**config.mk**
```make
export PLATFORM = sky130hd
export DESIGN_NAME = signature_table_catalog_core
export DESIGN_NICKNAME = d
export VERILOG_FILES = /design/src/rtl/core/stc_pkg.sv /design/src/rtl/core/stc_ram.sv /design/src/rtl/core/stc_match_unit.sv /design/src/rtl/core/signature_table_catalog_core.sv
export SDC_FILE = /design/constraint.sdc
export NUM_CORES = 2
export LEC_CHECK = 0
export BUFFER_PORTS_ARGS = -buffer_cell sky130_fd_sc_hd__buf_2
export CAP_MARGIN = 10
export CORE_ASPECT_RATIO = 1.25
export CORE_UTILIZATION = 59
export CTS_BUF_LIST = sky130_fd_sc_hd__clkbuf_8
export DETAILED_ROUTE_END_ITERATION = 16
export HOLD_SLACK_MARGIN = 0.03
export PLACE_DENSITY = 0.78
export SETUP_SLACK_MARGIN = 0.05
export SLEW_MARGIN = 10
export SYNTH_ARGS = -nofsm -noshare
export SYNTH_HDL_FRONTEND = slang
export SYNTH_SLANG_ARGS = --single-unit
```
**constraint.sdc**
```tcl
create_clock -name clk -period 7.9 [get_ports clk]
set_input_delay 1.58 -clock clk [delete_from_list [all_inputs] [get_ports clk]]
set_output_delay 1.58 -clock clk [all_outputs]
set_load 0.005 [all_outputs]
```
**src/rtl/core/stc_pkg.sv**
```systemverilog
// Shared types, constants and codes for the signature table catalog.
package stc_pkg;

	localparam int SigW      = 64;
	localparam int IdxW      = 6;
	localparam int CountW    = 7;
	localparam int MaxSlots  = 64;
	localparam int DefComponents = 64;
	localparam int DefTables     = 64;

	localparam logic [1:0] ModeLookup = 2'd0;
	localparam logic [1:0] ModeEnsure = 2'd1;
	localparam logic [1:0] ModeQuery  = 2'd2;

	typedef struct packed {
		logic [1:0]      mode;
		logic [SigW-1:0] signature;
	} req_t;

	typedef struct packed {
		logic [IdxW-1:0]   slot_index;
		logic              found;
		logic              inserted;
		logic              full_res;
		logic [SigW-1:0]   match_mask;
		logic [IdxW-1:0]   seed_component;
		logic              seed_found;
		logic [CountW-1:0] table_count;
	} rsp_t;

	// Compare results for one stored signature against the item's set.
	typedef struct packed {
		logic eq;
		logic covers;
		logic seed_hit;
	} cmp_t;

endpackage

```
**src/rtl/core/stc_ram.sv**
```systemverilog
// Generic single-write, single-read RAM with registered read data.
module stc_ram #(
	parameter int W     = 64,
	parameter int DEPTH = 64,
	parameter int AW    = 6
) (
	input  logic          clk,
	input  logic          we,
	input  logic [AW-1:0] waddr,
	input  logic [W-1:0]  wdata,
	input  logic          re,
	input  logic [AW-1:0] raddr,
	output logic [W-1:0]  rdata
);

	logic [W-1:0] mem_q [DEPTH];

	always_ff @(posedge clk) begin
		if (we) begin
			mem_q[waddr] <= wdata;
		end
		if (re) begin
			rdata <= mem_q[raddr];
		end
	end

endmodule

```
**src/rtl/core/stc_match_unit.sv**
```systemverilog
// Shared compare unit: checks one stored signature against the item's set.
module stc_match_unit (
	input  logic [stc_pkg::SigW-1:0] entry,
	input  logic [stc_pkg::SigW-1:0] sig,
	input  logic [stc_pkg::SigW-1:0] seed_onehot,
	output stc_pkg::cmp_t            cmp
);

	always_comb begin
		cmp.eq       = (entry == sig);
		// The entry holds every required component.
		cmp.covers   = ((entry & sig) == sig);
		// The entry holds the seed candidate, so its column is nonzero.
		cmp.seed_hit = |(entry & seed_onehot);
	end

endmodule

```
**src/rtl/core/signature_table_catalog_core.sv**
```systemverilog
// Top level of the signature table catalog: sequencer, scan and result register.
// An item passes through the scan and finish states before its result is registered; the
// finish state holds while the result register is still stalled.
// Throughput: one item at a time; the scan reads one stored signature per cycle from the
// single read port of the signature RAM, and a new item is taken once the sequencer is idle.
// Reset clears the slot count, the sequencer and the result valid; the signature RAM is not
// cleared, since only slots below the count are ever read. No clearing pass is needed.
module signature_table_catalog_core #(
	parameter int COMPONENTS = stc_pkg::DefComponents,
	parameter int TABLES     = stc_pkg::DefTables
) (
	input  logic          clk,
	input  logic          arst_n,
	input  logic          req_valid,
	output logic          req_stall,
	input  stc_pkg::req_t req,
	output logic          rsp_valid,
	input  logic          rsp_stall,
	output stc_pkg::rsp_t rsp
);

	// Address width of the signature RAM, which holds one entry per table slot.
	localparam int TblAw = (TABLES > 1) ? $clog2(TABLES) : 1;
	localparam logic [stc_pkg::CountW-1:0] SlotLimit = stc_pkg::CountW'(TABLES);
	// Signature bits at or above COMPONENTS are ignored in every mode.
	localparam logic [stc_pkg::SigW:0] CompMaskWide =
		(65'd1 << COMPONENTS) - 65'd1;
	localparam logic [stc_pkg::SigW-1:0] CompMask = CompMaskWide[stc_pkg::SigW-1:0];

	typedef enum logic [2:0] {
		StIdle = 3'b001,
		StScan = 3'b010,
		StFin  = 3'b100
	} state_t;

	state_t                         state_q;
	logic [1:0]                     mode_q;
	logic [stc_pkg::SigW-1:0]       sig_q;
	logic [stc_pkg::SigW-1:0]       low_q;
	logic [stc_pkg::CountW-1:0]     idx_q;
	logic                           pend_q;
	logic [stc_pkg::IdxW-1:0]       pidx_q;
	logic                           hit_q;
	logic [stc_pkg::IdxW-1:0]       hit_idx_q;
	logic [stc_pkg::SigW-1:0]       match_q;
	logic                           seed_any_q;
	logic [stc_pkg::CountW-1:0]     used_q;
	logic                           rsp_valid_q;
	stc_pkg::rsp_t                  rsp_q;

	logic                           req_acc;
	logic [stc_pkg::SigW-1:0]       sig_in;
	logic                           issue;
	logic                           rsp_free;
	logic                           load;
	logic                           do_ins;
	logic [stc_pkg::SigW-1:0]       ram_rdata;
	stc_pkg::cmp_t                  cmp;
	stc_pkg::rsp_t                  rsp_d;

	// Index of the single set bit of the seed candidate.
	function automatic logic [stc_pkg::IdxW-1:0] enc_onehot(
		input logic [stc_pkg::SigW-1:0] oh
	);
		logic [stc_pkg::IdxW-1:0] r;
		r = '0;
		for (int i = 0; i < stc_pkg::SigW; i++) begin
			if (oh[i]) begin
				r = r | stc_pkg::IdxW'(i);
			end
		end
		return r;
	endfunction

	assign req_stall = (state_q != StIdle);
	assign req_acc   = req_valid && !req_stall;
	assign sig_in    = req.signature & CompMask;

	// The scan issues one RAM read per cycle while slots remain; the registered data comes back
	// in the next cycle and goes through the shared compare unit.
	assign issue    = (state_q == StScan) && (idx_q < used_q);
	assign rsp_free = !rsp_valid_q || !rsp_stall;
	assign load     = (state_q == StFin) && rsp_free;

	// A new signature goes into the next free slot, unless the catalog is full.
	assign do_ins = (mode_q == stc_pkg::ModeEnsure) && !hit_q && (used_q < SlotLimit);

	stc_ram #(
		.W     (stc_pkg::SigW),
		.DEPTH (TABLES),
		.AW    (TblAw)
	) u_sig_ram (
		.clk   (clk),
		.we    (load && do_ins),
		.waddr (used_q[TblAw-1:0]),
		.wdata (sig_q),
		.re    (issue),
		.raddr (idx_q[TblAw-1:0]),
		.rdata (ram_rdata)
	);

	stc_match_unit u_match (
		.entry       (ram_rdata),
		.sig         (sig_q),
		.seed_onehot (low_q),
		.cmp         (cmp)
	);

	// Result of the item, assembled once the scan is over.
	always_comb begin
		logic is_lu;
		logic is_q;
		is_lu = (mode_q == stc_pkg::ModeLookup) || (mode_q == stc_pkg::ModeEnsure);
		is_q  = (mode_q == stc_pkg::ModeQuery);
		rsp_d.found      = is_lu && hit_q;
		rsp_d.inserted   = do_ins;
		rsp_d.full_res   = (mode_q == stc_pkg::ModeEnsure) && !hit_q && (used_q >= SlotLimit);
		if (is_lu && hit_q) begin
			rsp_d.slot_index = hit_idx_q;
		end else if (do_ins) begin
			rsp_d.slot_index = used_q[stc_pkg::IdxW-1:0];
		end else begin
			rsp_d.slot_index = '0;
		end
		// An empty required set matches no table.
		rsp_d.match_mask     = (is_q && (sig_q != '0)) ? match_q : '0;
		rsp_d.seed_found     = is_q && seed_any_q;
		rsp_d.seed_component = (is_q && seed_any_q) ? enc_onehot(low_q) : '0;
		rsp_d.table_count    = do_ins ? (used_q + stc_pkg::CountW'(1)) : used_q;
	end

	always_ff @(posedge clk or negedge arst_n) begin
		if (!arst_n) begin
			state_q     <= StIdle;
			used_q      <= '0;
			pend_q      <= 1'b0;
			rsp_valid_q <= 1'b0;
		end else begin
			if (load) begin
				rsp_valid_q <= 1'b1;
			end else if (rsp_valid_q && !rsp_stall) begin
				rsp_valid_q <= 1'b0;
			end
			unique case (state_q)
				StIdle: begin
					if (req_acc) begin
						state_q <= StScan;
					end
					pend_q <= 1'b0;
				end
				StScan: begin
					pend_q <= issue;
					if (!issue && !pend_q) begin
						state_q <= StFin;
					end
				end
				StFin: begin
					if (load) begin
						state_q <= StIdle;
						if (do_ins) begin
							used_q <= used_q + stc_pkg::CountW'(1);
						end
					end
				end
				default: begin
					state_q <= StIdle;
				end
			endcase
		end
	end

	// Item and scan payload registers.
	always_ff @(posedge clk) begin
		if (req_acc) begin
			mode_q     <= req.mode;
			sig_q      <= sig_in;
			// Lowest set bit of the required set is the seed candidate.
			low_q      <= sig_in & (~sig_in + stc_pkg::SigW'(1));
			idx_q      <= '0;
			hit_q      <= 1'b0;
			hit_idx_q  <= '0;
			match_q    <= '0;
			seed_any_q <= 1'b0;
		end else if (state_q == StScan) begin
			if (issue) begin
				idx_q  <= idx_q + stc_pkg::CountW'(1);
				pidx_q <= idx_q[stc_pkg::IdxW-1:0];
			end
			if (pend_q) begin
				if (cmp.eq && !hit_q) begin
					hit_q     <= 1'b1;
					hit_idx_q <= pidx_q;
				end
				if (cmp.covers) begin
					match_q[pidx_q] <= 1'b1;
				end
				if (cmp.seed_hit) begin
					seed_any_q <= 1'b1;
				end
			end
		end
		if (load) begin
			rsp_q <= rsp_d;
		end
	end

	assign rsp_valid = rsp_valid_q;
	assign rsp       = rsp_q;

	// The slot count never passes the number of tables.
	a_used_bound: assert property (@(posedge clk) disable iff (!arst_n)
		used_q <= SlotLimit)
		else $error("slot count beyond table limit");

	// At most one of found, inserted and full is reported for an item.
	a_outcome_excl: assert property (@(posedge clk) disable iff (!arst_n)
		rsp_valid_q |-> $onehot0({rsp_q.found, rsp_q.inserted, rsp_q.full_res}))
		else $error("conflicting lookup outcome");

	// An inserted signature lands in the last slot of the updated count.
	a_insert_slot: assert property (@(posedge clk) disable iff (!arst_n)
		(rsp_valid_q && rsp_q.inserted) |->
			(rsp_q.table_count == ({1'b0, rsp_q.slot_index} + stc_pkg::CountW'(1))))
		else $error("inserted slot does not match table count");

	// The scan only reads slots that have been written.
	a_scan_in_range: assert property (@(posedge clk) disable iff (!arst_n)
		issue |-> (idx_q < used_q))
		else $error("scan read past stored signatures");

endmodule
```
## Word level (Yosys, flattened, before mapping)

Memory sizes are Yosys's and may differ from the RTL's. A register that Yosys moved wholly into a read port is not among the register bits.
Index checks and enable logic that the tools add are counted.

| operators by class | value |
|---|---|
| reduce and logical (&&, ||, !) cells | 40 |
| $add $sub $neg | 3 |
| equal/unequal tests | 11 |
| bitwise operators | 6 |
| magnitude comparators | 5 |
| multiplexer cells | 132 |

Operators by type and width:

| cell | number |
|---|---|
| $mux 64 | 9 |
| $mux 6 | 49 |
| $and 64x64->64 | 3 |
| $eq 64x64->1 | 2 |
| $mux 5 | 16 |
| $mux 7 | 10 |
| $add 64x1->64 const B | 1 |
| $not 64->64 | 1 |
| $or 64x64->64 | 1 |
| $reduce_bool 64->1 | 1 |
| $reduce_or 64->1 | 1 |
| $mux 4 | 8 |
| $mux 3 | 10 |
| $mux 1 | 25 |
| $reduce_bool 2->1 | 8 |
| $reduce_and 3->1 | 5 |
| $add 7x1->7 const B | 2 |
| $logic_and 1x1->1 | 14 |
| $pmux 3 s3 | 1 |
| $ge 7x7->1 const B | 1 |
| $lt 6x7->1 const B | 1 |
| $lt 7x7->1 | 1 |
| $lt 7x7->1 const B | 1 |
| $demux 1 s6 | 1 |
| other kinds (15) | 25 |

| storage, ports and cells | value |
|---|---|
| memories kept | 1 |
| input port bits | 70 |
| register bits after elaboration | 314 |
| word-level logic and storage cells | 219 |
| RAM bits | 4096 |
| output and inout bits | 89 |

Memories:

| memory | depth | width | rd ports | clocked after Yosys merged registers in | wr ports | RTL line | source |
|---|---|---|---|---|---|---|---|
| u_sig_ram.mem_q | 64 | 64 | 1 | 1 | 1 | stc_ram.sv:16 | `logic [W-1:0] mem_q [DEPTH];` |

## Depth between registers and ports, before layout

| logic depth | value |
|---|---|
| word-level depth | 63 |
| depth in mapped cells | 11 |
| depth with buffers taken out | 8 |

## Modules after synthesis

A second synthesis with hierarchy kept.

| unflattened totals | value |
|---|---|
| cell total of the unflattened synthesis | 7689 |
| area total of the unflattened synthesis | 170562.3 um^2 |

Modules (own cells, without submodules):

| module | cells each | area an instance (um^2) | sequential area each (um^2) | times used |
|---|---|---|---|---|
| stc_ram | 6598 | 156989.3 | 124919.8 | 1 |
| signature_table_catalog_core | 884 | 11916.4 | 8549.4 | 1 |
| stc_match_unit | 207 | 1656.6 | 0.0 | 1 |

## Worst setup path after synthesis

No wires, ideal clock.

| path | value |
|---|---|
| path type | input-to-reg |
| start point | input rsp_stall |
| end point | memory u_sig_ram.mem_q[28][0], enable pin |
| stages | 3 |
| setup time | 644 ps |
| path buffers | 0 |
| setup slack | -703 ps |
| data required time | 7256 ps |
| data arrival time | 7959 ps |
| cell sequence | nand2_1 -> nand3_1 -> nor4_1 |

| between the ends | value |
|---|---|
| word-level cells in the longest chain between the ends | 6 |

Ends and longest elaborated chain:

| item | RTL line | source |
|---|---|---|
| from (decl) | signature_table_catalog_core.sv:18 | `input logic rsp_stall,` |
| $logic_not 1->1 | signature_table_catalog_core.sv:82 | `assign rsp_free = !rsp_valid_q \|\| !rsp_stall;` |
| $logic_or 1x1->1 | signature_table_catalog_core.sv:82 |  |
| $logic_and 1x1->1 | signature_table_catalog_core.sv:83 | `assign load = (state_q == StFin) && rsp_free;` |
| $logic_and 1x1->1 | signature_table_catalog_core.sv:94 | `.we (load && do_ins),` |
| $mux 1 | stc_ram.sv:19 | `if (we) begin` |
| $mux 1 (implied by the code) | stc_ram.sv:20 | `mem_q[waddr] <= wdata;` |
| to (decl) | stc_ram.sv:16 |  |

No other way between the ends.

## Final worst setup path

| path | value |
|---|---|
| start point | register hit_q |
| end point | memory u_sig_ram.mem_q[1][50], enable pin |

| between the ends | value |
|---|---|
| word-level cells in the longest chain between the ends | 6 |

Ends and longest elaborated chain:

| item | RTL line | source |
|---|---|---|
| from (decl) | signature_table_catalog_core.sv:43 | `logic hit_q;` |
| from (signal assigned) | signature_table_catalog_core.sv:180 | `hit_q <= 1'b0;` |
| from (signal assigned) | signature_table_catalog_core.sv:191 | `hit_q <= 1'b1;` |
| $logic_not 1->1 | signature_table_catalog_core.sv:86 | `assign do_ins = (mode_q == stc_pkg::ModeEnsure) && !hit_q && (used_q < SlotLimit);` |
| $logic_and 1x1->1 (2 in a row) | signature_table_catalog_core.sv:86 |  |
| named net do_ins | signature_table_catalog_core.sv:56 | `logic do_ins;` |
| $logic_and 1x1->1 | signature_table_catalog_core.sv:94 |  |
| $mux 1 | stc_ram.sv:19 |  |
| $mux 1 (implied by the code) | stc_ram.sv:20 |  |

The timed path passes the listed nets, and every way through them passes these cells.

==> results.tsv <==
metric	value	unit
status	finished clean	
multiInputGateArea	0.0355	mm²
final_area	0.189	mm²
ant_nets	0	
die_area	0.292	mm²
n_fill_cell	17500	
vias	91400	
min_period	5130	ps
nets	8833	
dpl.hpwl	306000	µm
start_util	0.594	
reg2reg_from	hit_q$_SDFFE_PP0P_	
setup_violations	0	
cts_tree	built	
leakagePower	58.7	nW
cts_setup_buffers	0	
ys.flop_type	edfxtp_1	
cpMostUsedCell	buf_4	
insertion_delay	1130	ps
antenna_found_initial	45	
fin_skew	95.7	ps
crit_chain	nor4b_4 > inv_1 > nor2_1 > nand4_1 > nor2_4 > buf_4 > buf_4	
layout_common_cells	4382 x edfxtp_1, 825 x mux4_2, 664 x clkbuf_8, 502 x mux2i_1, 276 x inv_1	
critical_path_class	reg2reg	
cts.sinks	4473	
holdBufCountCts	0	
synthArstFlopShare	0.00268	
firstDrtPassIters	8	
core	0.288	mm²
row_count	220	
cp.required	8590	ps
crit_arrival	5820	ps
utilization	0.658	
max_freq	0.195	GHz
grt_max_degree	134	
dieWidth	483	µm
min_period_over_period	0.649	
numCtsBuffers	645	
cap_viol_max_count	0	
worstSetupStartpoint	hit_q$_SDFFE_PP0P_	
drtIter0Drc	15000	
hold_violations	0	
regArea	0.133	mm²
mostFrequentLayoutCell	edfxtp_1	
syn_area	0.171	mm²
grt-ovfl-total	0	
cp_max_fo	34	
gp_congestion	0.970	
viasPerCell	7.04	
cts_resized	0	
synth_fp_nets	8142	
die-height	603	µm
power	53.5	mW
clockBufferDepth	4	
drc	0	
synth_seq_cells	4473	
clockRootBuffer	clkbuf_8	
drv_slew	0	
worst_slack	2770	ps
yosysUniqueCellTypes	70	
areaGrowthSynthToFinish	10.9	%
layout-drive-gt1-share	0.242	
slowest_stage	nand4_1	
cpPeakStageDelay	960	ps
io-pin-count	159	
max_slew_margin	0.0242	
rsz0062_at_grt	no	
h-tree-depth	6	
grt_pass1_vias	89200	
synth-warning-count	0	
crit_path_end_kind	register	
setup_tns	0	ps
placed_area	0.178	mm²
synth_edf_count	4382	
grt_pass1_wl	681000	µm
clk_pin_slew_worst_paths	70	ps
peakVddDrop	0.000235	V
syn_inst	7998	
min_path_type	in2async	
avgRoutedWirePerCell	38.2	µm
synth.avg_cell_area	21.4	µm²
tightestPinTransition	1460	ps
portBuffers	158	
grtUsageTotal	0.338	
yosysSeqAreaShare	0.782	
cp-start-kind	register	
dp_slack	2150	ps
finalWirelength	495000	µm
pwr_density_cell	282	mW/mm²
==> cell type report <==
type | instances | share of cell area
well taps | 3774 | 0.0249
repair buffers | 465 | 0.0194
clock buffers | 664 | 0.0483
diodes | 23 | 0.000304
inverters | 83 | 0.00168
multi-input cells | 3021 | 0.187
flip-flops and latches | 4473 | 0.705
clock inverters | 475 | 0.0131
==> kinds of logic after synthesis <==
kind of cell             synth area share
flip-flops                          0.782
multiplexers                        0.141
AND/OR/NAND/NOR                    0.0257
AO/OA/AOI/OAI                      0.0319
buffers and inverters              0.0143
adder cells (fa/ha/maj)           0.00542
XOR/XNOR                         0.000513
==> per-stage QoR <==
stage | instances | hold slack (ps)
after global placement | 11800 | 428
after detailed placement | 11800 | 435
after floorplan | 7998 | 417
after CTS | 13000 | 383
final | 13000 | 429
after global routing | 13000 | 448
==> critical path, delay by kind of cell (launching register included) <==
| kind | cells | cell delay (ps) |
|---|---|---|
| buf+inv | 3 | 1570 |
| flops | 1 | 530 |
| simple gates | 4 | 2490 |
==> layer usage <==
| metal | vias to the layer above | part of all wire | GRT usage |
|---|---|---|---|
| li1 | 35200 | - | - |
| met1 | 46600 | 0.32 | 0.423 |
| met2 | 8135 | 0.46 | 0.521 |
| met3 | 1464 | 0.15 | 0.106 |
| met4 | 32 | 0.069 | 0.204 |
| met5 | - | 0.00096 | 0.00692 |
==> sequential cells by signal, summed over array words and instances (netlist names), 3 cells and up <==
register         cells
u_sig_ram.mem_q   4096
rsp                 87
match_q             64
sig_q               64
u_sig_ram.rdata     64
low_q               63
idx_q                7
used_q               7
hit_idx_q            6
pidx_q               6
state_q              3
==> power breakdown <==
group / switching (mW) / internal, mW / leakage, nW
combinational: 5.30 / 3.15 / 11.9
clock: 8.67 / 8.29 / 6.62
sequential: 0.605 / 27.4 / 40.2
total: 14.6 / 38.9 / 58.7
==> synth_stat cells (74+ instances only) <==
| master | count | share of area |
|---|---|---|
| o21ai_0 | 113 | 0.0033 |
| ha_1 | 74 | 0.0054 |
| nor4_1 | 80 | 0.0029 |
| mux2i_1 | 502 | 0.029 |
| clkbuf_1 | 171 | 0.0038 |
| o221ai_1 | 96 | 0.0049 |
| a21oi_1 | 90 | 0.0026 |
| dfxtp_1 | 79 | 0.0093 |
| edfxtp_1 | 4382 | 0.77 |
| buf_2 | 147 | 0.0043 |
| mux4_2 | 825 | 0.11 |
| nand2_1 | 140 | 0.0031 |
| inv_1 | 82 | 0.0018 |
| nand3_1 | 113 | 0.0033 |
| and2_1 | 79 | 0.0029 |
| a22oi_1 | 204 | 0.0090 |
| o22ai_1 | 112 | 0.0041 |
| nor2_1 | 117 | 0.0026 |
==> final timing paths <==
path | slack [ps] | to | cells after the start
min reg2reg | 450 | match_q[22]$_SDFFE_PP0P_ | 2
max in group asynchronous | 7110 | state_q[0]$_DFFE_PN1P_ | 1
min | 430 | used_q[3]$_DFFE_PN0P_ | 1
max reg2reg | 2770 | u_sig_ram.mem_q[1][50]$_DFFE_PP_ | 7
min in group clk | 450 | match_q[22]$_SDFFE_PP0P_ | 2
max | 2770 | u_sig_ram.mem_q[1][50]$_DFFE_PP_ | 7
Note: power is estimated with default switching activity, not from simulation.
